===== src/hdl/gbi_pkg.sv =====
// Grid bilinear interpolator package: grid geometry, bank layout, shared types.
// Used by gbi_locate, gbi_blend and the top level; depends on nothing.
package gbi_pkg;

    localparam int GRID_ROWS   = 721;
    localparam int GRID_COLS   = 1440;
    localparam int GRID_SIZE   = GRID_ROWS * GRID_COLS;
    localparam int FRAC_W      = 10;
    localparam int NORTH_POLE  = 368640;
    localparam int ROW_MAX     = (GRID_ROWS - 1) * 1024;
    localparam int COL_SPAN    = GRID_COLS * 1024;

    // four banks split by row parity (msb) and column parity (lsb)
    localparam int BANK_COLS   = GRID_COLS / 2;
    localparam int EVEN_DEPTH  = ((GRID_ROWS + 1) / 2) * BANK_COLS;
    localparam int ODD_DEPTH   = (GRID_ROWS / 2) * BANK_COLS;
    localparam int ADDR_W      = $clog2(EVEN_DEPTH);
    localparam int NUM_BANKS   = 4;

    // entry_index / 1440 == (entry_index >> 5) * DIV45_MUL >> DIV45_SHIFT
    localparam int DIV45_MUL   = 46604;
    localparam int DIV45_SHIFT = 21;

    typedef enum logic {
        OP_LOAD  = 1'b0,
        OP_QUERY = 1'b1
    } op_t;

    typedef struct packed {
        logic              we;
        logic [ADDR_W-1:0] addr;
    } bank_req_t;

    typedef struct packed {
        logic [FRAC_W-1:0] fr;
        logic [FRAC_W-1:0] fc;
        logic              row_par;
        logic              col_par;
    } blend_ctl_t;

endpackage


===== src/hdl/gbi_blend.sv =====
// Back stages: route bank data to corners, weight along columns, then rows,
// then round half-up to 1/256 cm. Depends on gbi_pkg.
module gbi_blend (
    input  logic                 clk,
    input  logic                 en_col,
    input  logic                 en_row,
    input  logic                 en_rnd,
    input  gbi_pkg::blend_ctl_t  ctl,
    input  logic signed [15:0]   bank_data [gbi_pkg::NUM_BANKS],
    output logic signed [23:0]   height
);

    localparam int FW = gbi_pkg::FRAC_W;

    logic signed [15:0] nw;
    logic signed [15:0] ne;
    logic signed [15:0] sw;
    logic signed [15:0] se;
    logic [FW:0]        wc0;
    logic [FW:0]        wr0;
    logic signed [27:0] p_nw;
    logic signed [27:0] p_ne;
    logic signed [27:0] p_sw;
    logic signed [27:0] p_se;
    logic signed [39:0] q_n;
    logic signed [39:0] q_s;
    logic signed [39:0] rnd;

    logic signed [27:0] row_n_reg;
    logic signed [27:0] row_s_reg;
    logic [FW-1:0]      fr_reg;
    logic signed [39:0] sum_reg;
    logic signed [23:0] height_reg;

    always_comb
    begin
        nw   = bank_data[{ ctl.row_par,  ctl.col_par}];
        ne   = bank_data[{ ctl.row_par, ~ctl.col_par}];
        sw   = bank_data[{~ctl.row_par,  ctl.col_par}];
        se   = bank_data[{~ctl.row_par, ~ctl.col_par}];
        wc0  = (FW+1)'(1 << FW) - (FW+1)'(ctl.fc);
        p_nw = nw * $signed({1'b0, wc0});
        p_ne = ne * $signed({2'b00, ctl.fc});
        p_sw = sw * $signed({1'b0, wc0});
        p_se = se * $signed({2'b00, ctl.fc});

        wr0  = (FW+1)'(1 << FW) - (FW+1)'(fr_reg);
        q_n  = row_n_reg * $signed({1'b0, wr0});
        q_s  = row_s_reg * $signed({2'b00, fr_reg});

        rnd  = sum_reg + 40'sd2048;
    end

    always_ff @(posedge clk)
    begin
        if (en_col)
        begin
            row_n_reg <= p_nw + p_ne;
            // zero row weight: south row may be one that was never read as a neighbor
            row_s_reg <= (ctl.fr == '0) ? '0 : p_sw + p_se;
            fr_reg    <= ctl.fr;
        end
        if (en_row)
        begin
            sum_reg <= q_n + q_s;
        end
        if (en_rnd)
        begin
            height_reg <= rnd[35:12];
        end
    end

    assign height = height_reg;

endmodule


===== config.mk =====
export PLATFORM = sky130hd
export DESIGN_NAME = gbi_blend
export DESIGN_NICKNAME = d
export VERILOG_FILES = /design/src/hdl/gbi_pkg.sv /design/src/hdl/gbi_blend.sv
export SDC_FILE = /design/constraint.sdc
export NUM_CORES = 2
export LEC_CHECK = 0
export BUFFER_PORTS_ARGS = -buffer_cell sky130_fd_sc_hd__buf_2
export CORE_MARGIN = 2
export CORE_UTILIZATION = 36
export DETAILED_ROUTE_END_ITERATION = 6
export MAX_ROUTING_LAYER = met4
export PLACE_DENSITY = 0.55
export REMOVE_ABC_BUFFERS = 1
export SYNTH_ARGS = -nofsm -noshare
export SYNTH_HDL_FRONTEND = slang
export SYNTH_SLANG_ARGS = --single-unit
export TNS_END_PERCENT = 100

===== constraint.sdc =====
create_clock -name clk -period 17.3 [get_ports clk]
set_input_delay 3.46 -clock clk [delete_from_list [all_inputs] [get_ports clk]]
set_output_delay 3.46 -clock clk [all_outputs]
set_load 0.02 [all_outputs]

Word-level counts from Yosys, hierarchy flattened
Cells that the tools add are included.
- register bits after elaboration: 126
- input bits: 90
- output and inout port bits: 24
- logic and storage cells: 40
- add/subtract/negate cells: 6
- $mul: 6
- $lt $le $gt $ge: 4
- multiplexer cells: 12
- bitwise operators: 6
- reduce and logical (&&, ||, !) cells: 1
- operator list (operator ; number):
    binary-select mux 16 bit (select 2 bit) ; 4
    two-way mux 16 bit ; 8
    multiplier 16 x 12 -> 28 bit ; 2
    multiplier 16 x 11 -> 27 bit ; 2
    adder 36 x 13 -> 36 bit, second input constant ; 1
    adder 36 bit ; 1
    multiplier 28 x 11 -> 36 bit ; 1
    multiplier 28 x 12 -> 36 bit ; 1
    adder 28 x 27 -> 28 bit ; 1
    adder 28 bit ; 1
    subtractor 11 x 10 -> 11 bit, first input constant ; 2
    >= comparator 3 bit, second input constant ; 4
    inverter 2 -> 3 bit ; 4
    zero test 10 bit ; 1
    inverter 1 bit ; 2

Longest topological paths before layout
- word-level depth: 7
- depth in mapped cells: 40
- gate-level depth less buffers: 37

Worst setup path after synthesis
OpenSTA, ideal clock, no wires.
- path kind: input-to-reg
- from: in ctl[0] (netlist bit)
- to: reg row_s_reg[27] (data pin)
- setup time: 0.266 ns
- arrival: 12.961 ns
- data required time: 17.034 ns
- setup slack: 4.073 ns
- stages: 35
- buffers on the path: 2
- cells stage by stage: buf_2 > buf_1 > mux4_2 > and2_1 > fa_1 > inv_1 > fa_1 > inv_1 > fa_1 > fa_1 > inv_1 > fa_1 > inv_1 > ha_1 > a21o_1 > a21oi_1 > o21bai_1 > a21o_1 > o21bai_1 > a21oi_1 > o21bai_1 > a21oi_1 > xor2_1 > fa_1 > fa_1 > fa_1 > fa_1 > inv_1 > ha_1 > or4_1 > or3_1 > o2111ai_1 > a31oi_1 > xnor2_1 > nor2_1
- word-level cells in the longest chain between the ends: 7
- elaborated cells between the ends (all ways): 12
- those cells by class: 1 x add/sub; 2 x mul; 6 x mux; 3 x bitwise
- ends and longest elaborated chain (what ; RTL line ; text):
    start, declared ; gbi_blend.sv:8 ; input gbi_pkg::blend_ctl_t ctl,
    inverter 1 bit ; gbi_blend.sv:40 ; se = bank_data[{~ctl.row_par, ~ctl.col_par}];
    inverter 2 -> 3 bit ; gbi_blend.sv:40 ;
    binary-select mux 16 bit (select 2 bit) ; gbi_blend.sv:40 ;
    two-way mux 16 bit (implied by the code) (2 in a row) ; gbi_blend.sv:40 ;
    multiplier 16 x 11 -> 27 bit ; gbi_blend.sv:45 ; p_se = se * $signed({2'b00, ctl.fc});
    adder 28 bit (*) ; gbi_blend.sv:60 ; row_s_reg <= (ctl.fr == '0) ? '0 : p_sw + p_se;
    end signal, assigned ; gbi_blend.sv:60 ;
    end, declared ; gbi_blend.sv:30 ; logic signed [27:0] row_s_reg;
Mark *: on every way between the ends. The rest lies on a longest branch, timed or not. The select of a mux whose other input is x is not followed.
A chain may end at the register's enable or synchronous reset.

Worst setup path in the final report
Same ends and word-level chain as after synthesis.

==> metrics.txt <==
CP max-delay cell=mux4_2; drt pass-1 iters=5; crit-path max FO=between 60 and 70; H-tree depth=4; Post-CTS Hold Fix Bufs=0; pins over their slew limit=0; PostCTS Resize Cnt=0; Overflow after GRT=0; CP startpoint kind=input port; area grow syn2layout=6.55%; drt wl/cell=19.0 microns; HPWL Detailed=between 100,000 and 150,000 microns; RSZ-0062 raised after global routing=false; core footprint=137,000 sq um; top cells by area, synth=fa_1, ha_1, inv_1; GR Util All Layers=0.202; CP dominant cell by count=fa_1; Post-CTS Setup Bufs=0; top cell type's share of synthesized area=0.492; setup violators final=0; setup TNS=0 ns; Die Area=about 140,000 sq um; drt total wl=132,000 microns; Req. time, crit path=between 15 and 20 ns; CTS Buf Count=17; Max-slew headroom=0.133; asr flop ratio synth=0; first-pass GRT wire length=approximately 210,000 microns; EDFF count, synth=115; Initial Util=0.361; iteration-0 DRC count of the detailed router=1,821; WS Path Type=in -> reg; maximum clock path buffer count=2; Place WS=3.28 ns; Worst-path clk slew=roughly 0.060 ns; Post-Syn Area=49,500 sq um; CP peak stage delay=0.74 ns; clock root cell=clkbuf_16; outcome=complete, no violations; fin crit period=around 14 ns; Worst Setup Slack, final=3.72 ns; fillers=13,700; Die H=between 300 and 400 microns; layout cells sized above 1=0.0532; Clock Latency Late Sink=0.47 ns; Die X=~370 microns; Crit path arrival time=~14 ns; Synth Instances=5,188; row cnt=136; Max-cap violations=0; post-placement cell count=6,950; io pins=114; Tightest Pin Transition=1.29 ns; skew final=approximately 0.018 ns; fin cells=about 7,000; initial antenna violation count=3; CTS tree=built; Post-Syn Area per Cell=approximately 9.5 sq um; fmax=approximately 74 MHz; clock sink count=115; vias in the first global route=between 30,000 and 40,000; vias per inst=4.85; period utilization=0.785; Synth warnings=0; post-synth top area cell=fa_1; Critical Path Sink Type=flop; Port Buffers=113; routability cong.=around 0.95; Fin. Hold Viols=0; largest net degree at the start of global routing=81; Post-route DRC=0; Yosys reg bits=115; Routed Antenna Nets=0; Post-synth top flop=edfxtp_1; sequential share of the synthesized area=0.0698; worst hold path type=reg -> reg; Yosys cell types=between 50 and 60; net count reported at finish=6,862; Vias=33,900
-- worst paths after layout --
check	depth (start not counted)	start	endpoint	slack, ns
max	34	ctl[0]	row_s_reg[27]$_SDFFCE_PN0P_	3.72
min	1	sum_reg[35]$_DFFE_PP_	height[23]$_DFFE_PP_	0.55
max reg2reg	25	fr_reg[0]$_DFFE_PP_	sum_reg[35]$_DFFE_PP_	8.12
min reg2reg	1	sum_reg[35]$_DFFE_PP_	height[23]$_DFFE_PP_	0.55
-- layout by cell type (no fill, tap or decap), types with 57 or more instances in the layout --
cell type and count:
and2_1 477, buf_2 112, a21oi_1 78, edfxtp_1 115, inv_1 1228, ha_1 382, nand2_1 757, fa_1 1215
nor2_1 204, buf_4 57, xnor2_1 131
-- worst max-delay path, delay by kind of cell --
family	cells	cell delay (ns)
compound gates	8	1.88
buf+inv	6	0.97
fa+ha+maj	11	4.99
mux	1	0.74
simple gates	6	1.41
xor+xnor	2	0.32
-- cell families (layout without fill, tap and decap cells) --
logic type,count (synthesis),after routing,synth area share
compound gates,244,244,0.0318
xor+xnor,188,188,0.0333
fa+ha+maj,1597,1597,0.588
buf+inv,1430,1430,0.109
flops,115,115,0.0698
mux,64,64,0.0214
other cells,0,1,0
simple gates,1550,1550,0.147
-- metal layers --
metal,wire length (microns),up-vias,GRT usage
met5,0,-,-
met4,1730,0,0.0343
met3,8340,111,0.0322
met2,61100,884,0.320
met1,61300,17700,0.278
li1,-,15200,-
-- cell usage after synthesis (3+ instances only) --
master / number
nand4_1: 3
clkbuf_1: 179
o211ai_1: 4
xor2_1: 49
a21boi_0: 5
or3_1: 10
and2_1: 477
a21o_1: 26
buf_1: 15
and3_1: 12
o21ai_1: 4
nor2_1: 204
xnor2_1: 139
fa_1: 1215
o2111ai_1: 3
a21oi_1: 78
o21bai_1: 14
a31oi_1: 5
nor3_1: 15
edfxtp_1: 115
ha_1: 382
nand2_1: 757
or4_1: 3
nand3_1: 26
o21a_1: 29
mux4_2: 32
inv_1: 1228
o21ai_0: 43
a211oi_1: 6
nor2b_1: 17
or2_2: 5
buf_2: 7
nand2b_1: 14
mux2_2: 16
mux2i_1: 16
-- final cells by class --
class,count,area (sq um),area share
Timing Repair Buffer,169,988,0.0188
Tap cell,1794,2240,0.0426
Clock buffer,18,429,0.00814
Sequential cell,115,3450,0.0655
Multi-Input combinational cell,3643,40800,0.775
Inverter,1229,4610,0.0875
Clock inverter,14,126,0.00240
Antenna cell,1,2.50,0.0000475
-- through the flow --
step                      instance area [sq um]   util  hold slack, ns
after detailed placement                  52100  0.381           0.547
after global placement                    52100  0.381           0.549
after global routing                      52700  0.385           0.590
after CTS                                 52700  0.385           0.560
final                                     52700  0.385           0.550
after floorplan                           48700      -           0.527
Power is left out: the tool's default activity adds up to more than one toggle a clock period on the data nets, which glitch-free logic cannot reach.
