[config.mk]
export PLATFORM = sky130hd
export DESIGN_NAME = gbi_locate
export DESIGN_NICKNAME = d
export VERILOG_FILES = /design/src/hdl/gbi_pkg.sv /design/src/hdl/gbi_locate.sv
export SDC_FILE = /design/constraint.sdc
export NUM_CORES = 1
export LEC_CHECK = 0
export ABC_CLOCK_PERIOD_IN_PS = 10050
export BUFFER_PORTS_ARGS = -buffer_cell sky130_fd_sc_hd__buf_2
export CORE_MARGIN = 4
export CORE_UTILIZATION = 45
export CTS_BUF_LIST = sky130_fd_sc_hd__clkbuf_4 sky130_fd_sc_hd__clkbuf_8
export DETAILED_ROUTE_END_ITERATION = 10
export GPL_ROUTABILITY_DRIVEN = 0
export PLACE_DENSITY_LB_ADDON = 0.15
export SLEW_MARGIN = 20
export SYNTH_ARGS = -nofsm -noshare
export SYNTH_HDL_FRONTEND = slang
export SYNTH_SLANG_ARGS = --single-unit
[constraint.sdc]
create_clock -name clk -period 10.05 [get_ports clk]
set_input_delay 0.5025 -clock clk [delete_from_list [all_inputs] [get_ports clk]]
set_output_delay 0.5025 -clock clk [all_outputs]
set_load 0.1 [all_outputs]
[src/hdl/gbi_pkg.sv]
// Grid bilinear interpolator package: grid geometry, bank layout, shared types.
// Used by gbi_locate, gbi_blend and the top level; depends on nothing.
package gbi_pkg;

    localparam int GRID_ROWS   = 721;
    localparam int GRID_COLS   = 1440;
    localparam int GRID_SIZE   = GRID_ROWS * GRID_COLS;
    localparam int FRAC_W      = 10;
    localparam int NORTH_POLE  = 368640;
    localparam int ROW_MAX     = (GRID_ROWS - 1) * 1024;
    localparam int COL_SPAN    = GRID_COLS * 1024;

    // four banks split by row parity (msb) and column parity (lsb)
    localparam int BANK_COLS   = GRID_COLS / 2;
    localparam int EVEN_DEPTH  = ((GRID_ROWS + 1) / 2) * BANK_COLS;
    localparam int ODD_DEPTH   = (GRID_ROWS / 2) * BANK_COLS;
    localparam int ADDR_W      = $clog2(EVEN_DEPTH);
    localparam int NUM_BANKS   = 4;

    // entry_index / 1440 == (entry_index >> 5) * DIV45_MUL >> DIV45_SHIFT
    localparam int DIV45_MUL   = 46604;
    localparam int DIV45_SHIFT = 21;

    typedef enum logic {
        OP_LOAD  = 1'b0,
        OP_QUERY = 1'b1
    } op_t;

    typedef struct packed {
        logic              we;
        logic [ADDR_W-1:0] addr;
    } bank_req_t;

    typedef struct packed {
        logic [FRAC_W-1:0] fr;
        logic [FRAC_W-1:0] fc;
        logic              row_par;
        logic              col_par;
    } blend_ctl_t;

endpackage

[src/hdl/gbi_locate.sv]
// Front stage: grid coordinates from a query, bank/address from a load, and
// the four bank requests for the memory stage. Depends on gbi_pkg.
module gbi_locate (
    input  logic                           clk,
    input  logic                           en,
    input  logic                           write_ok,
    input  logic                           op,
    input  logic signed [19:0]             latitude,
    input  logic signed [21:0]             longitude,
    input  logic [19:0]                    entry_index,
    input  logic signed [15:0]             entry_value,
    output gbi_pkg::op_t                   op_held,
    output gbi_pkg::bank_req_t             req [gbi_pkg::NUM_BANKS],
    output logic [15:0]                    wdata,
    output gbi_pkg::blend_ctl_t            ctl
);

    localparam logic signed [20:0] POLE   = 21'(gbi_pkg::NORTH_POLE);
    localparam logic signed [20:0] RMAX   = 21'(gbi_pkg::ROW_MAX);
    localparam logic signed [22:0] SPAN   = 23'(gbi_pkg::COL_SPAN);
    localparam logic [9:0]         LAST_R = 10'(gbi_pkg::GRID_ROWS - 1);
    localparam logic [10:0]        LAST_C = 11'(gbi_pkg::GRID_COLS - 1);
    localparam int                 AW     = gbi_pkg::ADDR_W;

    gbi_pkg::op_t  op_reg;
    logic [19:0]   r_reg;
    logic [20:0]   c_reg;
    logic [19:0]   idx_reg;
    logic [15:0]   value_reg;
    logic [9:0]    row_reg;
    logic          in_range_reg;

    logic signed [20:0] row_diff;
    logic [19:0]        r_next;
    logic signed [22:0] lon_ext;
    logic signed [22:0] col_wrap;
    logic [30:0]        quo;

    logic [9:0]    north;
    logic [9:0]    south_rd;
    logic [10:0]   west;
    logic [10:0]   east;
    logic [9:0]    row_up;
    logic [19:0]   load_addr;
    logic [9:0]    row_sel [gbi_pkg::NUM_BANKS];
    logic [10:0]   col_sel [gbi_pkg::NUM_BANKS];
    logic [AW-1:0] query_addr [gbi_pkg::NUM_BANKS];

    always_comb
    begin
        row_diff = POLE - $signed(21'(latitude));
        priority if (row_diff < 0)
            r_next = '0;
        else if (row_diff > RMAX)
            r_next = RMAX[19:0];
        else
            r_next = row_diff[19:0];

        lon_ext = 23'(longitude);
        priority if (lon_ext < -SPAN)
            col_wrap = lon_ext + SPAN + SPAN;
        else if (lon_ext < 0)
            col_wrap = lon_ext + SPAN;
        else if (lon_ext >= SPAN)
            col_wrap = lon_ext - SPAN;
        else
            col_wrap = lon_ext;

        quo = 31'(entry_index[19:5]) * 31'(gbi_pkg::DIV45_MUL);
    end

    always_ff @(posedge clk)
    begin
        if (en)
        begin
            op_reg       <= gbi_pkg::op_t'(op);
            r_reg        <= r_next;
            c_reg        <= col_wrap[20:0];
            idx_reg      <= entry_index;
            value_reg    <= entry_value;
            row_reg      <= quo[30:gbi_pkg::DIV45_SHIFT];
            in_range_reg <= (entry_index < 20'(gbi_pkg::GRID_SIZE));
        end
    end

    // last row: south neighbor has zero weight, read row above to stay in bank
    always_comb
    begin
        north    = r_reg[19:10];
        west     = c_reg[20:10];
        south_rd = (north == LAST_R) ? north - 10'd1 : north + 10'd1;
        east     = (west == LAST_C) ? '0 : west + 11'd1;
        row_up   = 10'((11'(row_reg) + 11'd1) >> 1);
        load_addr = 20'(idx_reg[19:1]) - 20'(row_up) * 20'(gbi_pkg::BANK_COLS);

        for (int b = 0; b < gbi_pkg::NUM_BANKS; b++)
        begin
            row_sel[b]    = (north[0] == 1'(b >> 1)) ? north : south_rd;
            col_sel[b]    = (west[0] == 1'(b)) ? west : east;
            query_addr[b] = AW'(row_sel[b][9:1]) * AW'(gbi_pkg::BANK_COLS)
                          + AW'(col_sel[b][10:1]);
            req[b].we     = write_ok && (op_reg == gbi_pkg::OP_LOAD) && in_range_reg
                          && ({row_reg[0], idx_reg[0]} == 2'(b));
            req[b].addr   = (op_reg == gbi_pkg::OP_LOAD) ? load_addr[AW-1:0]
                                                          : query_addr[b];
        end
    end

    assign op_held     = op_reg;
    assign wdata       = value_reg;
    assign ctl.fr      = r_reg[9:0];
    assign ctl.fc      = c_reg[9:0];
    assign ctl.row_par = north[0];
    assign ctl.col_par = west[0];

endmodule

[Word level (Yosys, flattened, before mapping)]
Index checks and enable logic that the tools add are counted.
Widths: inputs -> output; s select.
Storage, ports and cells
  flip-flop bits (word level): 88
  bits of input ports: 82
Operators by class
  add/sub/neg operators: 13
  multipliers: 4
  $lt $le $gt $ge: 6
  equality and inequality tests: 5
  muxes and demuxes: 14
  bitwise operators: 1
  reduce and logical (&&, ||, !) cells: 8
Operators by type and width (number)
  $add 18x10->18: 4
  $mux 18: 4
  $mux 21: 3
  $add 21x21->21 const B: 2
  $mux 11: 3
  $mux 10: 3
  $mul 15x14->29 const B: 1
  $mul 9x6->14 const B: 2
  $ge 22x22->1 const B: 1
  $lt 22x1->1 const B: 1
  $lt 22x22->1 const B: 1
  $gt 21x21->1 const B: 1
  $lt 21x1->1 const B: 1
  $sub 20x20->21 const A: 1
  $sub 21x21->21 const B: 1
  $lt 20x20->1 const B: 1
  $mux 20: 1
  $sub 18x18->18: 1
  $mul 10x6->14 const B: 1
  $add 10x1->11 const B: 1
  $add 11x1->11 const B: 1
  $eq 11x11->1 const B: 1
  $add 10x1->10 const B: 1
  $eq 10x10->1 const B: 1
  7 further kinds: 13

[Longest topological paths before layout]
Gate-level depths: netlist of the first run.
  depth in word-level cells: 6
  mapped depth: 30

[Worst setup path after synthesis of the first run]
Ideal clock, no wire load.
  path kind: register to output
  start: reg r_reg[10]
  end: out req[17] (netlist name)
  arrival time: 9.178 ns
  required time: 9.547 ns
  setup slack: 0.370 ns
  cell stages (with the launch flop): 30
  buffers on the path: 3
  cell sequence: edfxtp_1 -> buf_1 -> inv_1 -> clkbuf_1 -> ha_1 -> or4bb_1 -> nor3_1 -> ha_1 -> a21o_1 -> a21oi_1 -> o21bai_1 -> a21oi_1 -> o21bai_1 -> a21oi_1 -> xnor2_1 -> mux2_2 -> ha_1 -> inv_1 -> fa_1 -> fa_1 -> inv_1 -> ha_1 -> clkbuf_1 -> a31oi_1 -> nand3_1 -> a31o_2 -> a21oi_1 -> xnor3_1 -> xnor2_1 -> o21ai_0
RTL lines
  start, declared: RTL line gbi_locate.sv:26  | logic [19:0] r_reg;
  start signal, assigned: RTL line gbi_locate.sv:77  | r_reg <= r_next;
  end, declared: RTL line gbi_locate.sv:13  | output gbi_pkg::bank_req_t req [gbi_pkg::NUM_BANKS],

==> results of run 1 <==
[stage by stage]
stage                     cells  hold slack (ps)  utilization (%)
after CTS                  2037              245             50.2
final                      2037              279             50.2
after detailed placement   2021              681             49.6
after global routing       2037              244             50.2
after global placement     2021              680             49.6
after floorplan            1487              601                -
[final cells by class]
cell class | count | area [µm²] | area share [%]
clock buffers | 9 | 124 | 0.830
repair buffers | 199 | 1010 | 6.74
flip-flops and latches | 88 | 2640 | 17.7
multi-input cells | 1093 | 9650 | 64.7
well taps | 390 | 488 | 3.27
inverters | 251 | 942 | 6.31
clock inverters | 7 | 75.1 | 0.503
[placed cells by master, fill, tap and decap left out, types with 52 or more instances in the layout]
cell and n:
ha_1 236, nor2_1 94, fa_1 91, inv_1 251
nand2_1 64, o21ai_0 70, xnor2_1 95, a21o_1 52
buf_2 195, edfxtp_1 88, a21oi_1 85
[cell families after synthesis]
| family | count (synthesis) | share of synthesized area, % |
|---|---|---|
| adders and majority gates | 327 | 35.2 |
| AOI/OAI and AO/OA | 321 | 15.4 |
| buffers and inverters | 306 | 9.37 |
| and+or+nand+nor | 298 | 10.8 |
| xor gates and xnor gates | 134 | 8.75 |
| DFF | 88 | 19.5 |
| muxes | 13 | 1.01 |
[per-layer routing]
layer / global-route usage (%) / vias up
met5: 0 / -
met4: 5.52 / 0
met3: 1.80 / 43
met2: 34.2 / 189
met1: 24.7 / 5012
li1: - / 5403
[worst min-delay path by stage]
stage	slack [ps]	from	to	cells after the start
finish	280	entry_value[9]	wdata[9]	1
global route	240	entry_value[9]	wdata[9]	1
CTS	250	entry_value[15]	wdata[15]	1
detailed placement	680	entry_value[15]	wdata[15]	1
global placement	680	entry_value[5]	wdata[5]	1
floorplan	600	longitude[0]	c_reg[0]	0
[worst max-delay path: cells and delay by family (launching register included)]
kind | cells | cell delay, ps
muxes | 1 | 310
AOI/OAI and AO/OA | 8 | 1500
adders and majority gates | 6 | 2230
buffers and inverters | 5 | 1210
DFF | 1 | 720
and+or+nand+nor | 6 | 1680
xor gates and xnor gates | 2 | 320
==> metrics.txt, run 1 <==
max_cap viols 0; status finished clean; final setup margin 1170 ps; Worst setup SP type register; number of global-route vias before repair 10500; H-Tree Depth 3; worst-margin pin slew 1020 ps; CTS Root Cell clkbuf_8; total gr overflow 0; Layout Area Growth over Synthesis 10.1%; met2 WL 16200 µm; top cells by area, synth ha_1 (22%), edfxtp_1 (19%), fa_1 (13%), inv_1 (6.9%), xnor2_1 (6.1%); number of flops mapped to enable cells by yosys 88; TritonCTS buffer count 9; routed wl met3 1010 µm; CP Launch Point r_reg[10]; post-synthesis sequential area ratio 19.5%; Post-DP HPWL 27400 µm; most frequent cells after synthesis inv_1 (251), ha_1 (236), xnor2_1 (95); drt first pass iters 4; dpl ws 1690 ps; Final Max Slew Viols 0; Setup Crit Path Kind register to output port; die area 33000 µm²; RSZ-0062 raised after global routing false; CTS tree yes; fin crit share 88.4%; Total GRT Usage 19.1%; Synth Flop Type edfxtp_1; global-route wire length before repair 52000 µm; Post-synth ARST share 0%; final setup TNS 0 ps; final hold vios 0; unique cell type count in the Yosys netlist 69; Syn. warnings 0; most common cell in the netlist inv_1; syn_nets 1896; CP endpoint kind output port; Synth top area share 21.8%; 1st-iter DRT viols 456; Period minus WS final 8880 ps; postcts setup bufs 0; Sink Count 88; worst hold-check path type input pin to register; placed cell area 14700 µm²; Final setup viols 0; cell mode on critical path ha_1; flops & latches, synth 88; DR top layer met4; fill count 2885; port bufs 196; vias per inst 5.23; Avg Inst Size Synth 9.12 µm²; slew margin rel. 31.7%; core footprint 29700 µm²; biggest area consumer among synthesized cells ha_1; ratio of cells with drive above 1 in the final layout 14.3%; fin nets 2051; Reg clk slew, reported paths 100 ps; Residual DRC 0; PostCTS Resize Cnt 0; WL final 31900 µm; fmax 113 MHz; met1 wire length 14000 µm; Mapped Cells 1487; DRT antenna net count 0; CP required 9550 ps; Max stage delay on crit path 720 ps; Rows 63; CP max FO 24; Hold-fix buffers, CTS 0; Slowest cell on crit path edfxtp_1; Die W 182 µm; Worst setup endpoint req[17]; Die H 182 µm; max FFs per register 21; maximum clock path buffer count 2; CP arrival 8380 ps; area of the mapped netlist 13600 µm²; Initial Util 45.7%; Finished Cell Area 14900 µm²; antenna violations before repair 0; largest net degree at the start of global routing 80; IO Count 197; WL/cell 15.7 µm; n_diodes 0; via count 10600
Power of run 1 is left out: the tool's default activity adds up to more than one toggle a clock period on the data nets, which glitch-free logic cannot reach.
==> run 2: changes to the inputs <==
--- a/config.mk
+++ b/config.mk
@@ -5,8 +5,9 @@
 export SDC_FILE = /design/constraint.sdc
 export NUM_CORES = 1
 export LEC_CHECK = 0
-export ABC_CLOCK_PERIOD_IN_PS = 10050
+export ABC_CLOCK_PERIOD_IN_PS = 11300
 export BUFFER_PORTS_ARGS = -buffer_cell sky130_fd_sc_hd__buf_2
+export CORE_ASPECT_RATIO = 1.1
 export CORE_MARGIN = 4
 export CORE_UTILIZATION = 45
 export CTS_BUF_LIST = sky130_fd_sc_hd__clkbuf_4 sky130_fd_sc_hd__clkbuf_8
==> constraint.sdc (replaced) <==
create_clock -name clk -period 11.3 [get_ports clk]
set_input_delay 0.565 -clock clk [delete_from_list [all_inputs] [get_ports clk]]
set_output_delay 0.565 -clock clk [all_outputs]
set_load 0.1 [all_outputs]
==> metrics.txt, run 2 (same netlist as run 1, synthesis figures left out) <==
Final setup viols 0 (unchanged); fin nets 2050 (-0.049%); Die W 174 µm (-4.4%); fill count 2885 (unchanged); CP endpoint kind output port; Hold Crit Depth 1 (unchanged); core footprint 29600 µm² (-0.24%); drt first pass iters 4 (unchanged); Hold-fix buffers, CTS 0 (unchanged); WL final 32200 µm (+0.90%); status finished clean; Worst Hold End op_held; vias per inst 5.25 (+0.54%); CP max FO 24 (unchanged); global-route wire length before repair 52300 µm (+0.56%); fmax 109 MHz; CP required 10740 ps (+1190 ps); antenna violations before repair 0 (unchanged); Residual DRC 0 (unchanged); GR peak layer met2; Setup Crit Path Kind register to output port; TritonCTS buffer count 9 (unchanged); max_cap viols 0 (unchanged); Rows 66 (+4.8%); RSZ-0062 raised after global routing false; most common cell after layout, fill and taps aside inv_1; die area 33000 µm² (about the same); postcts setup bufs 0 (unchanged); 1st-iter DRT viols 371 (-19%); met3 Use GR 1.71% (-0.094 points); Die H 190 µm (+4.7%); Worst setup SP type register; worst-margin pin slew 955 ps (-69.9 ps); Sink Count 88 (unchanged); Initial Util 45.8% (+0.11 points); max FFs per register 21 (unchanged); Hold Crit Start op; highest-count cells in the layout ignoring fill and taps inv_1 (251), ha_1 (236), buf_2 (195); CTS tree yes; fin crit share 81.6%; global-route met2 utilization 37.2% (+3.0 points); final setup TNS 0 ps (unchanged); CTS Root Cell clkbuf_8; M1 GR Usage 22.6% (-2.0 points); Reg clk slew, reported paths 100 ps (about the same); maximum clock path buffer count 2 (unchanged); total gr overflow 0 (unchanged); Period minus WS final 9220 ps; final hold vios 0 (unchanged); worst hold-check path type input pin to register; slew margin rel. 34.7% (+3.0 points); Post-DP HPWL 27600 µm (+0.54%); via count 10600 (-0.30%); IO Count 197 (unchanged); CP arrival 8650 ps (+270 ps); Slowest cell on crit path nor3_1; largest net degree at the start of global routing 70 (-13%); number of global-route vias before repair 10900 (+3.6%); Layout Area Growth over Synthesis 9.70%; Total GRT Usage 19.4% (+0.24 points); DRT antenna net count 0 (unchanged); n_diodes 0 (unchanged); H-Tree Depth 3 (unchanged); port bufs 196 (unchanged); Max stage delay on crit path 710 ps (about the same); Final Max Slew Viols 0 (unchanged); ratio of cells with drive above 1 in the final layout 14.2% (-0.11 points); PostCTS Resize Cnt 0 (unchanged); WL/cell 15.9 µm (+1.8%)
run 2: cell count changes in the layout (fill, tap and decap cells not counted):
cell        before  now
inv_8            3    1
inv_6            0    1
buf_4            4    3
clkinvlp_4       1    0
clkinv_1         0    1
clkinv_2         0    1
clkinv_8         1    0
clkinv_4         2    3
run 2: area by class of cell:
type                       count  area, µm²  share of cell area [%]
multi-input combinational   1093       9650                    64.9
inverter                     251        942                    6.33
sequential                    88       2640                    17.8
timing repair buffer         198        998                    6.71
clock buffer                   9        124                   0.832
tap                          374        468                    3.14
clock inverter                 7       55.1                   0.370
run 2: worst max path at each step:
stage	start	end	slack [ps]	cells past startpoint
after CTS	r_reg[10]	req[35]	2020	28
after global routing	r_reg[10]	req[36]	1340	28
final	r_reg[10]	req[35]	2080	28
after detailed placement	r_reg[10]	req[35]	2500	28
after global placement	r_reg[10]	req[36]	2690	28
after floorplan	r_reg[10]	req[17]	1560	29
run 2: per-stage QoR:
step | cells | hold slack (ps) | util (%) | setup WS, ps | area, µm²
final | 2020 | 343 | 50.2 | 2080 | 14900
after detailed placement | 2004 | 743 | 49.6 | 2500 | 14700
after CTS | 2020 | 302 | 50.2 | 2020 | 14900
after floorplan | 1487 | 664 | - | 1560 | 13600
after global routing | 2020 | 304 | 50.2 | 1340 | 14900
after global placement | 2004 | 742 | 49.6 | 2690 | 14700
run 2: critical path: cells and delay by family (launching register included):
| family | cells | cell delay, ps |
|---|---|---|
| xor+xnor | 2 | 300 |
| flops | 1 | 700 |
| compound gates | 9 | 1540 |
| fa+ha+maj | 6 | 2260 |
| buf+inv | 4 | 1000 |
| mux | 1 | 310 |
| simple gates | 6 | 2160 |
run 2: layer usage:
metal	share of wire, %	routed length [µm]
met2	53	17100
met4	2.4	775
met3	2.5	803
met1	42	13500
met5	0	0
Power of run 2 is left out for the same reason.
==> run 3: changes to the inputs <==
--- a/config.mk
+++ b/config.mk
@@ -5,7 +5,8 @@
 export SDC_FILE = /design/constraint.sdc
 export NUM_CORES = 1
 export LEC_CHECK = 0
-export ABC_CLOCK_PERIOD_IN_PS = 11300
+export ABC_AREA = 1
+export ABC_CLOCK_PERIOD_IN_PS = 8610
 export BUFFER_PORTS_ARGS = -buffer_cell sky130_fd_sc_hd__buf_2
 export CORE_ASPECT_RATIO = 1.1
 export CORE_MARGIN = 4
==> constraint.sdc (replaced) <==
create_clock -name clk -period 8.61 [get_ports clk]
set_input_delay 0.4305 -clock clk [delete_from_list [all_inputs] [get_ports clk]]
set_output_delay 0.4305 -clock clk [all_outputs]
set_load 0.1 [all_outputs]
==> metrics.txt, run 3 <==
die area 35100 µm² (+6.3%); Compound-Gate Fraction of Synth Area 10.7% (-4.7 points); fmax 130 MHz; max_cap viols 0 (unchanged); worst-margin pin slew 991 ps (+36.4 ps); TritonCTS buffer count 9 (unchanged); Final Max Slew Viols 0 (unchanged); H-Tree Depth 3 (unchanged); placed cell area 15700 µm² (+6.6%); largest net degree at the start of global routing 60 (-14%); Worst setup endpoint req[35]; Period minus WS final 7680 ps; post-synthesis sequential area ratio 18.3% (-1.2 points); ratio of cells with drive above 1 in the final layout 12.0% (-2.2 points); Die H 196 µm (+3.1%); Synth Flop Type edfxtp_1; antenna violations before repair 0 (unchanged); Hold-fix buffers, CTS 0 (unchanged); Sink Count 88 (unchanged); CP max FO 25 (+4.2%); Final setup viols 0 (unchanged); worst hold-check path type input pin to register; most common cell after layout, fill and taps aside inv_1; Max stage delay on crit path 550 ps (-160 ps); WL final 37200 µm (+16%); Synth top area share 20.4% (-1.3 points); core footprint 31600 µm² (+6.5%); RSZ-0062 raised after global routing false; slew margin rel. 33.5% (-1.2 points); highest-count cells in the layout ignoring fill and taps inv_1 (396), nand2_1 (358), ha_1 (236); largest family of logic cells by synthesized area adder cells; Die W 179 µm (+3.1%); Total GRT Usage 21.5% (+2.1 points); port bufs 196 (unchanged); CP arrival 7250 ps (-1400 ps); Reg clk slew, reported paths 110 ps (about the same); max FFs per register 21 (unchanged); top cells by area, synth ha_1 (20%), edfxtp_1 (18%), fa_1 (13%), inv_1 (10%), nand2_1 (9.3%); Slowest cell on crit path fa_1; Worst setup SP type register; CTS Root Cell clkbuf_8; adder-cell share of the synthesized area 33.0% (-2.2 points); CTS tree yes; worst hold margin 195 ps (-148 ps); biggest area consumer among synthesized cells ha_1; maximum clock path buffer count 2 (unchanged); number of global-route vias before repair 12700 (+17%); final hold vios 0 (unchanged); Final Util 50.3% (+0.055 points); Post-DP HPWL 32000 µm (+16%); cell mode on critical path nand2_1; Layout Area Growth over Synthesis 9.73% (about the same); WL/cell 14.8 µm (-7.0%); postcts setup bufs 0 (unchanged); CP endpoint kind output port; global-route wire length before repair 61200 µm (+17%); DRT antenna net count 0 (unchanged); area of the mapped netlist 14500 µm² (+6.6%); fill count 3189 (+11%); Post-synth ARST share 0% (unchanged); most frequent cells after synthesis inv_1 (396), nand2_1 (358), ha_1 (236); CP Launch Point r_reg[10]; drt first pass iters 6 (+2); Mapped Cells 1925 (+29%); multiplexer share of the synthesized area 0% (-1.0 points); most common cell in the netlist inv_1; via count 12800 (+21%); n_diodes 0 (unchanged); Syn. warnings 0 (unchanged); final setup TNS 0 ps (unchanged); fin crit share 89.2%; Avg Inst Size Synth 7.51 µm² (-18%); syn_nets 2334 (+23%); Rows 68 (+3.0%); fin nets 2494 (+22%); Simple-Gate Fraction of Synth Area 21.2% (+10 points); CP required 8180 ps (-2560 ps); vias per inst 5.11 (-2.7%); IO Count 197 (unchanged); Setup Crit Path Kind register to output port; Initial Util 45.8% (about the same); PostCTS Resize Cnt 0 (unchanged); status finished clean; 1st-iter DRT viols 576 (+55%); unique cell type count in the Yosys netlist 42 (-39%); Residual DRC 0 (unchanged); total gr overflow 0 (unchanged); flops & latches, synth 88 (unchanged); Finished Cell Area 15900 µm² (+6.6%); Post-Synth XOR/XNOR Area 4.29% (-4.5 points); number of flops mapped to enable cells by yosys 88 (unchanged)
==> run 3: through the flow <==
stage	instances	setup slack, ps
after floorplan	1925	47.2
after global placement	2494	1550
after detailed placement	2494	1400
after CTS	2510	943
after global routing	2510	425
final	2510	933
==> run 3: cells by family (layout without fill, tap and decap cells) <==
kind of cell / after synthesis / after routing
compound gates: 288 / 288
xor+xnor: 70 / 70
buf+inv: 449 / 614
fa+ha+maj: 327 / 327
simple gates: 703 / 703
flops: 88 / 88
==> run 3: cell type report <==
cell class	count	area, µm²	area share [%]
clock inverters	7	62.6	0.394
clock buffers	9	124	0.781
multi-input cells	1388	10000	63.1
well taps	420	526	3.31
inverters	398	1490	9.42
flip-flops and latches	88	2640	16.7
repair buffers	200	1010	6.39
==> run 3: critical path: cells and delay by family (launching register included) <==
family	cells	cell delay [ps]
simple gates	15	1490
buf+inv	8	1610
compound gates	4	960
flops	1	370
fa+ha+maj	6	2280
xor+xnor	1	120
==> run 3: worst min-delay path by stage <==
| stage | from | endpoint | cells past startpoint |
|---|---|---|---|
| final | entry_index[4] | idx_reg[4] | 1 |
| after global routing | entry_value[4] | wdata[4] | 1 |
| after floorplan | longitude[0] | c_reg[0] | 0 |
| after global placement | entry_value[0] | wdata[0] | 1 |
| after CTS | entry_index[4] | idx_reg[4] | 1 |
| after detailed placement | entry_value[10] | wdata[10] | 1 |
==> run 3: metal layers <==
metal  part of all wire (%)  track usage (%)
met5                      0                0
met2                     48             37.1
met1                     45             28.0
met3                    5.5             3.31
met4                    2.1             5.66
Power of run 3 is left out for the same reason.
